### src/cikc_pkg.sv
package cikc_pkg;

    // Word limit and keyword set size
    localparam int MAX_LEN       = 63;
    localparam int KEYWORD_COUNT = 37;

    localparam int KW_TABLE_SIZE = 37;
    localparam int KW_SLOT       = 11;
    localparam int KW_USED       = (KEYWORD_COUNT < KW_TABLE_SIZE) ? KEYWORD_COUNT
                                                                  : KW_TABLE_SIZE;
    localparam int KW_POS_W      = $clog2(KW_SLOT);

    // Counter widths follow the word limit
    localparam int CNT_W         = $clog2(MAX_LEN + 1);
    localparam int LEN_OUT_W     = 6;
    localparam int LEN_OUT_MAX   = 63;
    localparam int SAT_W         = (CNT_W > LEN_OUT_W) ? CNT_W : LEN_OUT_W;

    // Word queue between front and back
    localparam int FQ_DEPTH      = 2;
    localparam int FQ_PTR_W      = $clog2(FQ_DEPTH);

    localparam logic [7:0] CH_NL  = 8'h0A;
    localparam logic [7:0] CH_NUL = 8'h00;
    localparam logic [7:0] CH_US  = 8'h5F;

    // Keywords, left-justified, zero padded to KW_SLOT bytes
    localparam logic [KW_SLOT*8-1:0] KW_TABLE [KW_TABLE_SIZE] = '{
        {"auto",       56'd0}, {"_Bool",      48'd0}, {"break",      48'd0},
        {"case",       56'd0}, {"char",       56'd0}, {"_Complex",   24'd0},
        {"const",      48'd0}, {"continue",   24'd0}, {"default",    32'd0},
        {"restrict",   24'd0}, {"do",         72'd0}, {"double",     40'd0},
        {"else",       56'd0}, {"enum",       56'd0}, {"extern",     40'd0},
        {"float",      48'd0}, {"for",        64'd0}, {"goto",       56'd0},
        {"if",         72'd0}, {"_Imaginary",  8'd0}, {"inline",     40'd0},
        {"int",        64'd0}, {"long",       56'd0}, {"register",   24'd0},
        {"return",     40'd0}, {"short",      48'd0}, {"signed",     40'd0},
        {"sizeof",     40'd0}, {"static",     40'd0}, {"struct",     40'd0},
        {"switch",     40'd0}, {"typedef",    32'd0}, {"union",      48'd0},
        {"unsigned",   24'd0}, {"void",       56'd0}, {"volatile",   24'd0},
        {"while",      48'd0}
    };

    // One finished word on its way from front to back
    typedef struct packed {
        logic                syntax_ok;
        logic [KW_USED-1:0]  alive;
        logic [CNT_W-1:0]    len;
    } t_word;

    function automatic logic [7:0] kw_char(input int k, input logic [KW_POS_W-1:0] p);
        logic [7:0] c;
        c = 8'd0;
        if (int'(p) < KW_SLOT) begin
            c = KW_TABLE[k][(KW_SLOT - 1 - int'(p))*8 +: 8];
        end
        return c;
    endfunction

    function automatic int kw_len(input int k);
        int n;
        n = 0;
        for (int j = 0; j < KW_SLOT; j++) begin
            if (KW_TABLE[k][(KW_SLOT - 1 - j)*8 +: 8] != 8'd0) begin
                n = n + 1;
            end
        end
        return n;
    endfunction

endpackage

### src/c_identifier_keyword_check_core.sv
// C identifier and keyword checker. Push one character byte per transaction on
// i_ch; a newline closes the current word, and so does the MAX_LEN-th character
// (the newline is not part of the word; one right after a full word closes an
// empty word). Each closed word gives exactly one result transaction:
// o_is_keyword is set when the word equals one of the 37 C99 keywords,
// o_is_identifier when it starts with a letter or underscore, goes on with
// letters, digits or underscores and is not a keyword, and o_word_length counts
// the characters before the first NUL byte (later bytes still count towards the
// limit but are not classified; bytes from 128 up are never letters or digits).
// The block takes one character every clock cycle while full is low. A result
// reaches the output ports by way of the word queue and the output register: the
// front stage narrows a keyword mask per character and posts finished words to
// a two-entry queue, and the back stage resolves the keyword length match into
// the output register. full rises only when that queue is full, which happens
// when results are not popped and two further words have closed behind the
// one on display.
module c_identifier_keyword_check_core import cikc_pkg::*; (
    input  logic                 i_clk,
    input  logic                 i_rst_n,
    input  logic                 i_push,
    output logic                 o_full,
    input  logic [7:0]           i_ch,
    input  logic                 i_pop,
    output logic                 o_empty,
    output logic                 o_is_identifier,
    output logic                 o_is_keyword,
    output logic [LEN_OUT_W-1:0] o_word_length
);

    logic  w_q_push;
    t_word w_q_word_in;
    logic  w_q_full;
    logic  w_q_pop;
    logic  w_q_valid;
    t_word w_q_word_out;

    // Front: accept characters, track syntax and the surviving keyword mask
    cikc_front u_front (
        .i_clk    (i_clk),
        .i_rst_n  (i_rst_n),
        .i_push   (i_push),
        .i_ch     (i_ch),
        .i_q_full (w_q_full),
        .o_q_push (w_q_push),
        .o_q_word (w_q_word_in)
    );

    // Hold finished words until the back stage is free
    cikc_fifo u_fifo (
        .i_clk   (i_clk),
        .i_rst_n (i_rst_n),
        .i_push  (w_q_push),
        .i_word  (w_q_word_in),
        .o_full  (w_q_full),
        .i_pop   (w_q_pop),
        .o_valid (w_q_valid),
        .o_word  (w_q_word_out)
    );

    // Back: resolve the keyword match and drive the result register
    cikc_back u_back (
        .i_clk           (i_clk),
        .i_rst_n         (i_rst_n),
        .i_q_valid       (w_q_valid),
        .i_q_word        (w_q_word_out),
        .o_q_pop         (w_q_pop),
        .i_pop           (i_pop),
        .o_empty         (o_empty),
        .o_is_identifier (o_is_identifier),
        .o_is_keyword    (o_is_keyword),
        .o_word_length   (o_word_length)
    );

    // Stall the input whenever the word queue cannot take another word
    assign o_full = w_q_full;

    // A newline transaction always closes a word into the queue
    a_nl_closes_word: assert property (@(posedge i_clk) disable iff (!i_rst_n)
        (i_push && !o_full && (i_ch == CH_NL)) |-> w_q_push)
        else $error("newline did not close a word");

    // Never post a word into a full queue
    a_no_push_when_full: assert property (@(posedge i_clk) disable iff (!i_rst_n)
        w_q_push |-> !w_q_full)
        else $error("word posted to full queue");

    // A keyword is never also reported as an identifier
    a_kw_not_id: assert property (@(posedge i_clk) disable iff (!i_rst_n)
        !o_empty |-> !(o_is_identifier && o_is_keyword))
        else $error("result flagged both identifier and keyword");

    // An identifier always has characters in it
    a_id_not_empty: assert property (@(posedge i_clk) disable iff (!i_rst_n)
        (!o_empty && o_is_identifier) |-> (o_word_length != '0))
        else $error("empty word flagged as identifier");

endmodule

### src/cikc_front.sv
module cikc_front import cikc_pkg::*; (
    input  logic        i_clk,
    input  logic        i_rst_n,
    input  logic        i_push,
    input  logic [7:0]  i_ch,
    input  logic        i_q_full,
    output logic        o_q_push,
    output t_word       o_q_word
);

    logic [CNT_W-1:0]   r_cnt,  n_cnt;
    logic               r_synt, n_synt;
    logic [KW_USED-1:0] r_mask, n_mask;
    logic               r_nul,  n_nul;
    logic [CNT_W-1:0]   r_clen, n_clen;

    logic               w_accept;
    logic               w_in_slot;
    logic               w_letter;
    logic               w_digit;
    logic               w_legal;
    logic [KW_USED-1:0] w_keep;

    assign w_accept  = i_push & ~i_q_full;
    assign w_in_slot = (r_clen < CNT_W'(KW_SLOT));
    assign w_letter  = ((i_ch >= "a") && (i_ch <= "z")) || ((i_ch >= "A") && (i_ch <= "Z"));
    assign w_digit   = (i_ch >= "0") && (i_ch <= "9");
    assign w_legal   = (i_ch == CH_US) || w_letter || ((r_clen != '0) && w_digit);

    // Narrow the keyword mask: compare each keyword's byte at the current position
    always_comb begin
        for (int k = 0; k < KW_USED; k++) begin
            w_keep[k] = w_in_slot && (kw_char(k, r_clen[KW_POS_W-1:0]) == i_ch);
        end
    end

    always_comb begin
        n_cnt    = r_cnt;
        n_synt   = r_synt;
        n_mask   = r_mask;
        n_nul    = r_nul;
        n_clen   = r_clen;
        o_q_push = 1'b0;
        o_q_word = '{syntax_ok: r_synt, alive: r_mask, len: r_clen};
        if (w_accept) begin
            if (i_ch == CH_NL) begin
                o_q_push = 1'b1;
                n_cnt    = '0;
                n_synt   = 1'b1;
                n_mask   = '1;
                n_nul    = 1'b0;
                n_clen   = '0;
            end else begin
                n_cnt = r_cnt + CNT_W'(1);
                if (!r_nul) begin
                    if (i_ch == CH_NUL) begin
                        n_nul = 1'b1;
                    end else begin
                        n_synt = r_synt & w_legal;
                        n_mask = r_mask & w_keep;
                        n_clen = r_clen + CNT_W'(1);
                    end
                end
                // Word full: close it with this character included
                if (n_cnt >= CNT_W'(MAX_LEN)) begin
                    o_q_push = 1'b1;
                    o_q_word = '{syntax_ok: n_synt, alive: n_mask, len: n_clen};
                    n_cnt    = '0;
                    n_synt   = 1'b1;
                    n_mask   = '1;
                    n_nul    = 1'b0;
                    n_clen   = '0;
                end
            end
        end
    end

    always_ff @(posedge i_clk) begin
        if (!i_rst_n) begin
            r_cnt  <= '0;
            r_synt <= 1'b1;
            r_mask <= '1;
            r_nul  <= 1'b0;
            r_clen <= '0;
        end else begin
            r_cnt  <= n_cnt;
            r_synt <= n_synt;
            r_mask <= n_mask;
            r_nul  <= n_nul;
            r_clen <= n_clen;
        end
    end

endmodule

### src/cikc_fifo.sv
module cikc_fifo import cikc_pkg::*; (
    input  logic  i_clk,
    input  logic  i_rst_n,
    input  logic  i_push,
    input  t_word i_word,
    output logic  o_full,
    input  logic  i_pop,
    output logic  o_valid,
    output t_word o_word
);

    t_word               r_mem [FQ_DEPTH];
    logic [FQ_PTR_W-1:0] r_wr;
    logic [FQ_PTR_W-1:0] r_rd;
    logic [FQ_PTR_W:0]   r_cnt;
    logic                w_wr_en;
    logic                w_rd_en;

    assign o_full  = (r_cnt == (FQ_PTR_W+1)'(FQ_DEPTH));
    assign o_valid = (r_cnt != '0);
    assign o_word  = r_mem[r_rd];
    assign w_wr_en = i_push & ~o_full;
    assign w_rd_en = i_pop & o_valid;

    always_ff @(posedge i_clk) begin
        if (w_wr_en) begin
            r_mem[r_wr] <= i_word;
        end
    end

    always_ff @(posedge i_clk) begin
        if (!i_rst_n) begin
            r_wr  <= '0;
            r_rd  <= '0;
            r_cnt <= '0;
        end else begin
            if (w_wr_en) begin
                r_wr <= r_wr + FQ_PTR_W'(1);
            end
            if (w_rd_en) begin
                r_rd <= r_rd + FQ_PTR_W'(1);
            end
            case ({w_wr_en, w_rd_en})
                2'b10:   r_cnt <= r_cnt + (FQ_PTR_W+1)'(1);
                2'b01:   r_cnt <= r_cnt - (FQ_PTR_W+1)'(1);
                default: r_cnt <= r_cnt;
            endcase
        end
    end

endmodule

### src/cikc_back.sv
module cikc_back import cikc_pkg::*; (
    input  logic                 i_clk,
    input  logic                 i_rst_n,
    input  logic                 i_q_valid,
    input  t_word                i_q_word,
    output logic                 o_q_pop,
    input  logic                 i_pop,
    output logic                 o_empty,
    output logic                 o_is_identifier,
    output logic                 o_is_keyword,
    output logic [LEN_OUT_W-1:0] o_word_length
);

    logic                 r_valid;
    logic                 r_is_id;
    logic                 r_is_kw;
    logic [LEN_OUT_W-1:0] r_len;

    logic [KW_USED-1:0]   w_len_match;
    logic                 w_kw;
    logic [SAT_W-1:0]     w_len_wide;
    logic [LEN_OUT_W-1:0] w_len_sat;
    logic                 w_load;

    // A keyword matches when its prefix survived and its length equals the word's
    always_comb begin
        for (int k = 0; k < KW_USED; k++) begin
            w_len_match[k] = (i_q_word.len == CNT_W'(kw_len(k)));
        end
    end

    assign w_kw       = |(i_q_word.alive & w_len_match);
    assign w_len_wide = SAT_W'(i_q_word.len);
    assign w_len_sat  = (w_len_wide > SAT_W'(LEN_OUT_MAX)) ? LEN_OUT_W'(LEN_OUT_MAX)
                                                          : w_len_wide[LEN_OUT_W-1:0];
    assign w_load     = i_q_valid & (~r_valid | i_pop);
    assign o_q_pop    = w_load;

    always_ff @(posedge i_clk) begin
        if (w_load) begin
            r_is_id <= (i_q_word.len != '0) & i_q_word.syntax_ok & ~w_kw;
            r_is_kw <= w_kw;
            r_len   <= w_len_sat;
        end
    end

    always_ff @(posedge i_clk) begin
        if (!i_rst_n) begin
            r_valid <= 1'b0;
        end else if (w_load) begin
            r_valid <= 1'b1;
        end else if (i_pop) begin
            r_valid <= 1'b0;
        end
    end

    assign o_empty         = ~r_valid;
    assign o_is_identifier = r_is_id;
    assign o_is_keyword    = r_is_kw;
    assign o_word_length   = r_len;

endmodule
### config.mk
export PLATFORM = sky130hd
export DESIGN_NAME = c_identifier_keyword_check_core
export DESIGN_NICKNAME = d
export VERILOG_FILES = /design/src/cikc_pkg.sv /design/src/c_identifier_keyword_check_core.sv /design/src/cikc_front.sv /design/src/cikc_fifo.sv /design/src/cikc_back.sv
export SDC_FILE = /design/constraint.sdc
export NUM_CORES = 1
export LEC_CHECK = 0
export ABC_AREA = 1
export BUFFER_PORTS_ARGS = -buffer_cell sky130_fd_sc_hd__clkbuf_2
export CORE_MARGIN = 2
export CORE_UTILIZATION = 50
export CTS_CLUSTER_DIAMETER = 30
export CTS_CLUSTER_SIZE = 16
export DETAILED_ROUTE_END_ITERATION = 8
export PLACE_DENSITY = 0.75
export SETUP_SLACK_MARGIN = 0.3
export SLEW_MARGIN = 20
export SYNTH_ARGS = -nofsm -noshare
export SYNTH_HDL_FRONTEND = slang
export SYNTH_HIERARCHICAL = 1
export SYNTH_SLANG_ARGS = --single-unit
### constraint.sdc
create_clock -name i_clk -period 5 [get_ports i_clk]
set_clock_uncertainty 0.05 [all_clocks]
set_input_delay 0.75 -clock i_clk [delete_from_list [all_inputs] [get_ports i_clk]]
set_output_delay 0.75 -clock i_clk [all_outputs]
set_load 0.05 [all_outputs]
==> results of run 1 <==
-- registers in the layout (all words and copies together) (netlist names), named ones only --
name and count:
u_back/o_is_identifier 1, u_back/o_is_keyword 1, u_back/o_word_length 6, u_back/r_valid 1
u_fifo/r_cnt 2, u_fifo/r_mem 88, u_fifo/r_rd 1, u_fifo/r_wr 1
u_front/r_clen 6, u_front/r_cnt 6, u_front/r_mask 37, u_front/r_nul 1
u_front/r_synt 1
-- final timing paths --
path                            from             endpoint
hold reg to reg   u_front/r_mask[29]   u_front/r_mask[29]
setup reg to reg   u_front/r_clen[0]  u_fifo/r_mem[0][29]
hold / removal    u_front/r_mask[29]   u_front/r_mask[29]
setup / recovery   u_front/r_clen[0]  u_fifo/r_mem[0][29]
-- cell usage in the layout, fill, tap and decap left out, types with 2 or more instances in the layout --
| cell | n |
|---|---|
| a21oi_1 | 28 |
| a22oi_1 | 4 |
| a31oi_1 | 2 |
| and2_0 | 2 |
| buf_4 | 19 |
| clkbuf_16 | 17 |
| clkbuf_2 | 21 |
| clkinv_1 | 5 |
| clkinv_4 | 4 |
| dfxtp_1 | 56 |
| edfxtp_1 | 96 |
| ha_1 | 5 |
| inv_1 | 115 |
| inv_2 | 7 |
| inv_6 | 7 |
| inv_8 | 2 |
| mux2_2 | 4 |
| mux2_4 | 40 |
| nand2_1 | 448 |
| nand2_2 | 14 |
| nand2_4 | 3 |
| nand3_1 | 210 |
| nand3_2 | 4 |
| nand3b_1 | 4 |
| nand4_1 | 21 |
| nor2_1 | 170 |
| nor2_2 | 12 |
| nor2_4 | 3 |
| nor3_1 | 16 |
| nor4_1 | 2 |
| o2111ai_1 | 2 |
| o211ai_1 | 2 |
| o21a_1 | 5 |
| o21ai_0 | 33 |
| o21ai_1 | 4 |
| o21ai_2 | 4 |
| or2_2 | 3 |
| xor2_1 | 41 |
-- power by group through the flow --
stage,Clock [W],Combinational [W],Sequential [W]
floorplan,0,0.000465,0.00141
global placement,0,0.000609,0.00141
detailed placement,0,0.000613,0.00141
CTS,0.00126,0.000615,0.00138
global route,0.00132,0.000700,0.00139
finish,0.00124,0.000635,0.00138
-- worst reg2reg max path, delay by kind of cell, from the launching register on --
family,cells,cell delay [ns]
simple gates,12,1.93
compound gates,1,0.49
buf+inv,2,0.22
fa+ha+maj,1,0.27
flops,1,0.30
-- metal layers --
layer,vias up,wire (um)
li1,4697,-
met1,4414,12900
met2,478,13700
met3,86,2630
met4,0,1360
met5,-,0
-- layout make-up --
| class | instances | area, um^2 |
|---|---|---|
| Inverter | 127 | 477 |
| Fill cell | 1951 | 9200 |
| Sequential cell | 153 | 4030 |
| Clock buffer | 17 | 425 |
| Timing Repair Buffer | 41 | 268 |
| Clock inverter | 15 | 156 |
| Multi-Input combinational cell | 1093 | 5540 |
| Tap cell | 270 | 338 |
-- kinds of logic after synthesis --
| logic type | count (synthesis) | share of synthesized area |
|---|---|---|
| adders and majority gates | 5 | 0.00596 |
| buffers and inverters | 207 | 0.0904 |
| muxes | 44 | 0.0615 |
| xor gates and xnor gates | 41 | 0.0342 |
| DFF | 153 | 0.383 |
| and+or+nand+nor | 915 | 0.376 |
| AOI/OAI and AO/OA | 88 | 0.0489 |
-- through the flow --
stage / setup slack (ns) / total power, W
2_1_floorplan: 0.769 / 0.00187
3_3_place_gp: 1.42 / 0.00202
3_5_place_dp: 1.35 / 0.00202
4_1_cts: 1.63 / 0.00326
5_1_grt: 1.32 / 0.00340
6_report: 1.52 / 0.00326
==> impl_metrics.env, run 1 <==
export IMPL_tritoncts="yes"
export IMPL_grt_setup_unrepaired="no"
export IMPL_maxSlewHeadroom=0.386
export IMPL_maxCapViolations=0
export IMPL_post_dp_hpwl_mm=21.7
export IMPL_drc=0
export IMPL_layout_drive_gt1_share=0.118
export IMPL_grt_pass1_wl_mm=48.1
export IMPL_ctsResizeCount=0
export IMPL_synth_seq_cells=153
export IMPL_ys_types=45
export IMPL_fin_crit_sh=0.696
export IMPL_yosysSeqAreaShare=0.383
export IMPL_grt_pass1_vias=8862
export IMPL_cellPowerDensity_nw_per_um2=291
export IMPL_holdWs_ns=0.394
export IMPL_ys_warn_count=6
export IMPL_drt_initial_drc_count=1096
export IMPL_status="finished, final reports clean"
export IMPL_synth_commonest_cells="448 x nand2_1, 210 x nand3_1, 174 x nor2_1, 116 x inv_1, 96 x edfxtp_1"
export IMPL_wl_mm=30.6
export IMPL_synth_most_common_cell="nand2_1"
export IMPL_antenna_left=0
export IMPL_cpMaxStageDelayCell="o21ai_2"
export IMPL_cts_hold_buffers_added=0
export IMPL_synth_area_um2=10500
export IMPL_critical_path_buf_inv_count=2
export IMPL_die_area_um2=22200
export IMPL_met2_usage=0.453
export IMPL_fin_area_um2=11200
export IMPL_worstPathArrival_ns=3.61
export IMPL_clk_pin_slew_ns=0.07
export IMPL_fin_cells=1716
export IMPL_placedInstanceArea_um2=10600
export IMPL_insertion_delay_ns=0.43
export IMPL_p_sw_w=0.00101
export IMPL_rr_worst_depth=16
export IMPL_p_comb_frac=0.195
export IMPL_area_delta_synth_final_pct=7.02
export IMPL_worst_pin_slew_ns=0.919
export IMPL_cp_top_family="simple AND/OR/NAND/NOR gates"
export IMPL_synth_avg_cell_area_um2=7.22
export IMPL_cts_htree_levels=4
export IMPL_core_um2=20400
export IMPL_critPathMostFrequentCell="nand2_1"
export IMPL_pwr_share_seq=0.424
export IMPL_fin_nets=1450
export IMPL_setup_violations_final=0
export IMPL_fin_util=0.550
export IMPL_whs_path_depth=2
export IMPL_slew_viol_final=0
export IMPL_cp_cell_sequence="buf_4 > ha_1 > o21ai_2 > nand2_1 > nor2_1 > nand2_1 > nand2_2 > nand3_1 > nand2_1 > nand2_1 > nand2_1 > nor2_1 > nand2_1 > nand3_1 > nand2_1 > inv_1"
export IMPL_crit_type="register to register"
export IMPL_grtUsageTotal=0.283
export IMPL_hp_class="register to register"
export IMPL_cts_setup_buffers=0
export IMPL_synth_nets=1470
export IMPL_fmax_mhz=288
export IMPL_ios=22
export IMPL_required_ns=5.13
export IMPL_max_vdd_ir_drop_mv=0.198
export IMPL_end_kind="register"
export IMPL_gp_congestion=1.03
export IMPL_initial_core_util=0.514
export IMPL_diodes=0
export IMPL_synth_edf_count=96
export IMPL_grt_max_degree=71
export IMPL_clock_sinks=153
export IMPL_die_h_um=149
export IMPL_clock_path_buffers=2
export IMPL_wl_per_cell_um=17.9
export IMPL_ys_flop_type="edfxtp_1"
export IMPL_synth_area_top_cells="edfxtp_1 27%, nand2_1 16%, dfxtp_1 11%"
export IMPL_clkPwrFrac=0.381
export IMPL_yosys_area_top_type_share=0.275
export IMPL_synthCells=1453
export IMPL_grt_busiest_layer="met2"
export IMPL_critPathMaxStageDelay_ns=0.49
export IMPL_grt_util_met3=0.0465
export IMPL_p_leak_nw=5.14
export IMPL_die_w_um=149
export IMPL_io_buffers=21
export IMPL_grt_antenna_before_repair=0
export IMPL_grt_overflow=0
export IMPL_clockRootBuffer="clkbuf_16"
export IMPL_fin_tns_setup_ns=0
export IMPL_synth_largest_area_cell="edfxtp_1"
export IMPL_p_sw_frac=0.310
export IMPL_synth_async_reset_ratio=0
export IMPL_crit_fanout=17
export IMPL_firstDrtPassIters=8
export IMPL_critPathLaunchType="register"
export IMPL_dp_cells=1684
export IMPL_intPower_w=0.00225
export IMPL_vias_per_cell=5.64
export IMPL_r2r_slack_ns=1.52
export IMPL_critical_path_cell_count=16
export IMPL_fin_crit_ns=3.48
export IMPL_numCtsBuffers=17
export IMPL_vias=9675
export IMPL_hold_viol=0
export IMPL_std_cell_rows=52
export IMPL_grt_use_met1=0.378
No activity file was read; power rests on OpenSTA's default activity.
==> inputs of run 2 (changes only) <==
clock period = 3.4 ns   (was 5 ns; I/O delays follow)
==> impl_metrics.env, run 2 (synthesized netlist as in run 1, its figures left out) <==
export IMPL_dp_cells=1711
export IMPL_cp_top_family="simple AND/OR/NAND/NOR gates"
export IMPL_ios=22
export IMPL_num_fill_cells=1998
export IMPL_setup_slack_ns=0.477
export IMPL_regArea_um2=4030
export IMPL_clock_path_buffers=2
export IMPL_critical_path_buf_inv_count=3
export IMPL_clkPwrFrac=0.380
export IMPL_core_um2=20400
export IMPL_critPathMostFrequentCell="nand2_1"
export IMPL_largest_reg_flops=88
export IMPL_layout_common_cells="448 x nand2_1, 209 x nand3_1, 169 x nor2_1"
export IMPL_intPower_w=0.00335
export IMPL_clockRootBuffer="clkbuf_16"
export IMPL_largestRegisters="u_fifo/r_mem (88), u_front/r_mask (37)"
export IMPL_layout_drive_gt1_share=0.139
export IMPL_cpMaxStageDelayCell="dfxtp_2"
export IMPL_crit_type="register to register"
export IMPL_hold_viol=0
export IMPL_numCtsBuffers=17
export IMPL_cts_hold_buffers_added=0
export IMPL_firstDrtPassIters=6
export IMPL_fin_crit_sh=0.860
export IMPL_holdWs_ns=0.336
export IMPL_post_dp_hpwl_mm=22.8
export IMPL_status="finished, final reports clean"
export IMPL_die_w_um=149
export IMPL_drc=0
export IMPL_largest_register="u_fifo/r_mem"
export IMPL_setup_violations_final=0
export IMPL_fmax_mhz=342
export IMPL_diodes=0
export IMPL_antenna_left=0
export IMPL_pwr_share_seq=0.419
export IMPL_cts_htree_levels=4
export IMPL_p_sw_w=0.00151
export IMPL_clk_pin_slew_ns=0.07
export IMPL_grt_max_degree=71
export IMPL_grt_antenna_before_repair=0
export IMPL_critPathLaunchType="register"
export IMPL_initial_core_util=0.514
export IMPL_slew_viol_final=0
export IMPL_crit_fanout=11
export IMPL_critPathMaxStageDelay_ns=0.47
export IMPL_std_cell_rows=52
export IMPL_vias=9964
export IMPL_max_vdd_ir_drop_mv=0.336
export IMPL_grtUsageTotal=0.296
export IMPL_fin_nets=1477
export IMPL_fin_cells=1743
export IMPL_cellPowerDensity_nw_per_um2=422
export IMPL_clock_sinks=153
export IMPL_hp_class="primary input to register"
export IMPL_die_h_um=149
export IMPL_area_delta_synth_final_pct=9.75
export IMPL_p_leak_nw=5.28
export IMPL_grt_overflow=0
export IMPL_multi_input_area_um2=5570
export IMPL_grt_pass1_wl_mm=50.4
export IMPL_wl_mm=32.0
export IMPL_grt_pass1_vias=9218
export IMPL_required_ns=3.63
export IMPL_fin_area_um2=11500
export IMPL_grt_setup_unrepaired="no"
export IMPL_cp_cell_sequence="ha_2 > nand2_2 > inv_2 > nor2_1 > buf_4 > nor2_2 > nand3_2 > nand2_1 > nand2_1 > nor2_1 > nand2_1 > nor2_1 > nand3_1 > nand3_1 > nand2_1 > inv_1"
export IMPL_p_sw_frac=0.310
export IMPL_worst_pin_slew_ns=0.716
export IMPL_cts_setup_buffers=0
export IMPL_p_comb_frac=0.200
export IMPL_io_buffers=21
export IMPL_fin_tns_setup_ns=0
export IMPL_placedInstanceArea_um2=10900
export IMPL_maxCapViolations=0
export IMPL_drt_initial_drc_count=1159
export IMPL_insertion_delay_ns=0.42
export IMPL_die_area_um2=22200
export IMPL_fin_crit_ns=2.92
export IMPL_tritoncts="yes"
export IMPL_end_kind="register"
export IMPL_gp_congestion=1.03
export IMPL_worstPathArrival_ns=3.15
export IMPL_vias_per_cell=5.72
export IMPL_maxSlewHeadroom=0.522
export IMPL_dpl_worst_slack_ns=0.243
export IMPL_layout_commonest_cell="nand2_1"
export IMPL_wl_per_cell_um=18.4
run 2: what timing repair did:
action / CTS / global route
resized for setup: 2 / 9
endpoints found under the hold margin: 0 / 0
endpoints found under the setup margin: 26 / 52
run 2: area by class of cell:
type,instances,share of cell area
multi-input combinational,1093,0.484
clock buffer,18,0.0381
inverter,127,0.0414
sequential,153,0.350
tap,270,0.0293
timing repair buffer,68,0.0452
clock inverter,14,0.0122
run 2: worst paths after layout:
kind              cells past startpoint                  end  slack (ns)          startpoint
hold reg to reg                       2   u_front/r_mask[14]        0.39  u_front/r_mask[14]
setup / recovery                     16  u_fifo/r_mem[0][17]        0.48   u_front/r_clen[0]
hold / removal                        4       u_back/r_valid        0.34               i_pop
setup reg to reg                     16  u_fifo/r_mem[0][17]        0.48   u_front/r_clen[0]
run 2: power by group through the flow:
stage / clock, W / sequential [W] / combinational [W]
final: 0.00185 / 0.00204 / 0.000973
after global routing: 0.00196 / 0.00204 / 0.00108
after CTS: 0.00187 / 0.00204 / 0.000940
after detailed placement: 0 / 0.00208 / 0.000936
after global placement: 0 / 0.00208 / 0.000932
after floorplan: 0 / 0.00207 / 0.000684
run 2: metal layers:
layer	vias to the layer above	share of wire	wire length (um)	global-route usage
met5	-	0	0	0
met4	0	0.044	1420	0.122
met3	115	0.086	2740	0.0419
met2	532	0.45	14400	0.467
met1	4581	0.42	13400	0.411
li1	4736	-	-	-
run 2: worst reg2reg max path: cells and delay by family, from the launching register on:
family	cells	cell delay [ns]
simple gates	12	1.64
flops	1	0.47
buf+inv	3	0.35
fa+ha+maj	1	0.29
run 2: stage by stage:
| stage | utilization | power, W |
|---|---|---|
| detailed placement | 0.534 | 0.00301 |
| global route | 0.564 | 0.00507 |
| floorplan | - | 0.00275 |
| finish | 0.564 | 0.00486 |
| global placement | 0.534 | 0.00301 |
| CTS | 0.562 | 0.00485 |
==> inputs of run 3 (changes only) <==
clock period = 3.3 ns   (was 3.4 ns; I/O delays follow)
==> impl_metrics.env, run 3 (synthesized netlist as in run 1, its figures left out) <==
export IMPL_cp_cell_sequence="inv_2 > nand2_2 > nand2_2 > buf_4 > nor2_4 > nand2_2 > nand2_1 > nand2_1 > nor3_1 > nand3_1 > nand3_1 > nand2_1 > inv_1"
export IMPL_tritoncts="yes"
export IMPL_drt_initial_drc_count=1176
export IMPL_largest_reg_flops=88
export IMPL_post_dp_hpwl_mm=23.3
export IMPL_p_sw_frac=0.326
export IMPL_layout_common_cells="448 x nand2_1, 210 x nand3_1, 169 x nor2_1"
export IMPL_numCtsBuffers=17
export IMPL_p_sw_w=0.00166
export IMPL_required_ns=3.55
export IMPL_worst_pin_slew_ns=0.828
export IMPL_grt_max_degree=45
export IMPL_cellPowerDensity_nw_per_um2=435
export IMPL_hp_class="primary input to register"
export IMPL_r2r_slack_ns=0.44
export IMPL_maxSlewHeadroom=0.442
export IMPL_critical_path_buf_inv_count=3
export IMPL_vias_per_cell=5.63
export IMPL_clockRootBuffer="clkbuf_16"
export IMPL_cp_top_family="simple AND/OR/NAND/NOR gates"
export IMPL_grt_pass1_vias=9171
export IMPL_grt_pass1_wl_mm=50.2
export IMPL_vias=9919
export IMPL_initial_core_util=0.514
export IMPL_crit_type="register to register"
export IMPL_clkPwrFrac=0.381
export IMPL_std_cell_rows=52
export IMPL_grt_setup_unrepaired="no"
export IMPL_clock_path_buffers=2
export IMPL_insertion_delay_ns=0.44
export IMPL_fmax_mhz=350
export IMPL_largest_register="u_fifo/r_mem"
export IMPL_setup_violations_final=0
export IMPL_p_comb_frac=0.205
export IMPL_crit_fanout=17
export IMPL_die_w_um=149
export IMPL_drc=0
export IMPL_ios=22
export IMPL_core_um2=20400
export IMPL_max_vdd_ir_drop_mv=0.367
export IMPL_maxCapViolations=0
export IMPL_diodes=0
export IMPL_io_buffers=21
export IMPL_fin_crit_ns=2.86
export IMPL_die_h_um=149
export IMPL_holdWs_ns=0.287
export IMPL_num_fill_cells=1933
export IMPL_slew_viol_final=0
export IMPL_layout_commonest_cell="nand2_1"
export IMPL_area_delta_synth_final_pct=11.2
export IMPL_die_area_um2=22200
export IMPL_gp_congestion=0.972
export IMPL_wl_per_cell_um=18.3
export IMPL_status="finished, final reports clean"
export IMPL_end_kind="register"
export IMPL_clk_pin_slew_ns=0.08
export IMPL_intPower_w=0.00342
export IMPL_fin_nets=1495
export IMPL_cpMaxStageDelayCell="dfxtp_1"
export IMPL_layout_drive_gt1_share=0.150
export IMPL_pwr_share_seq=0.413
export IMPL_antenna_left=0
export IMPL_wl_mm=32.3
export IMPL_largestRegisters="u_fifo/r_mem (88), u_front/r_mask (37)"
export IMPL_p_leak_nw=5.37
export IMPL_critPathMaxStageDelay_ns=0.52
export IMPL_hold_viol=0
export IMPL_fin_crit_sh=0.866
export IMPL_grt_overflow=0
export IMPL_critPathLaunchType="register"
export IMPL_cts_htree_levels=4
export IMPL_grtUsageTotal=0.296
export IMPL_clock_sinks=153
export IMPL_firstDrtPassIters=5
export IMPL_fin_tns_setup_ns=0
export IMPL_worstPathArrival_ns=3.10
export IMPL_grt_antenna_before_repair=0
-- run 3: tightest hold or removal path: stages --
cell and delay (ns):
clkbuf_2 0.07, inv_1 0.04, nand2_1 0.05, a21boi_0 0.06
-- run 3: final timing paths --
kind	cells after the start	startpoint	to
worst max-delay path	13	u_front/r_clen[3]	u_fifo/r_mem[0][8]
worst min-delay path	4	i_pop	u_back/r_valid
worst max register to register	13	u_front/r_clen[3]	u_fifo/r_mem[0][8]
worst min register to register	2	u_front/r_mask[29]	u_front/r_mask[29]
-- run 3: power by group through the flow --
stage               combinational, W  sequential (W)  clock [W]
finish                       0.00104         0.00210    0.00194
global route                 0.00114         0.00210    0.00204
CTS                         0.000991         0.00210    0.00197
detailed placement          0.000983         0.00214          0
global placement            0.000981         0.00214          0
floorplan                   0.000704         0.00213          0
-- run 3: through the flow --
stage / power, W / setup slack [ns] / area [um^2] / utilization / instances
global route: 0.00528 / 0.308 / 11700 / 0.571 / 1761
CTS: 0.00505 / 0.348 / 11600 / 0.567 / 1754
floorplan: 0.00284 / 0.344 / 10500 / - / 1453
detailed placement: 0.00312 / 0.308 / 11000 / 0.537 / 1722
global placement: 0.00312 / 0.306 / 11000 / 0.537 / 1722
finish: 0.00507 / 0.442 / 11700 / 0.571 / 1761
-- run 3: timing repair --
item | 4_1_cts | 5_1_grt
gates resized for setup | 2 | 9
setup buffers | 0 | 7
pin swaps | 0 | 2
hold buffers | 0 | 0
gates cloned | 0 | 0
setup endpoints to repair | 2 | 68
-- run 3: area by class of cell --
cell class | count | area (um^2) | area share
Tap cell | 270 | 338 | 0.0289
Timing Repair Buffer | 86 | 643 | 0.0551
Multi-Input combinational cell | 1093 | 5590 | 0.479
Sequential cell | 153 | 4030 | 0.345
Clock buffer | 17 | 425 | 0.0364
Inverter | 127 | 477 | 0.0408
Clock inverter | 15 | 176 | 0.0151
-- run 3: layer usage --
metal | vias to the layer above | track usage | routed length (um)
met1 | 4563 | 0.391 | 13600
met2 | 488 | 0.472 | 14600
met3 | 96 | 0.0578 | 2850
li1 | 4772 | - | -
met5 | - | 0 | 0
met4 | 0 | 0.130 | 1220
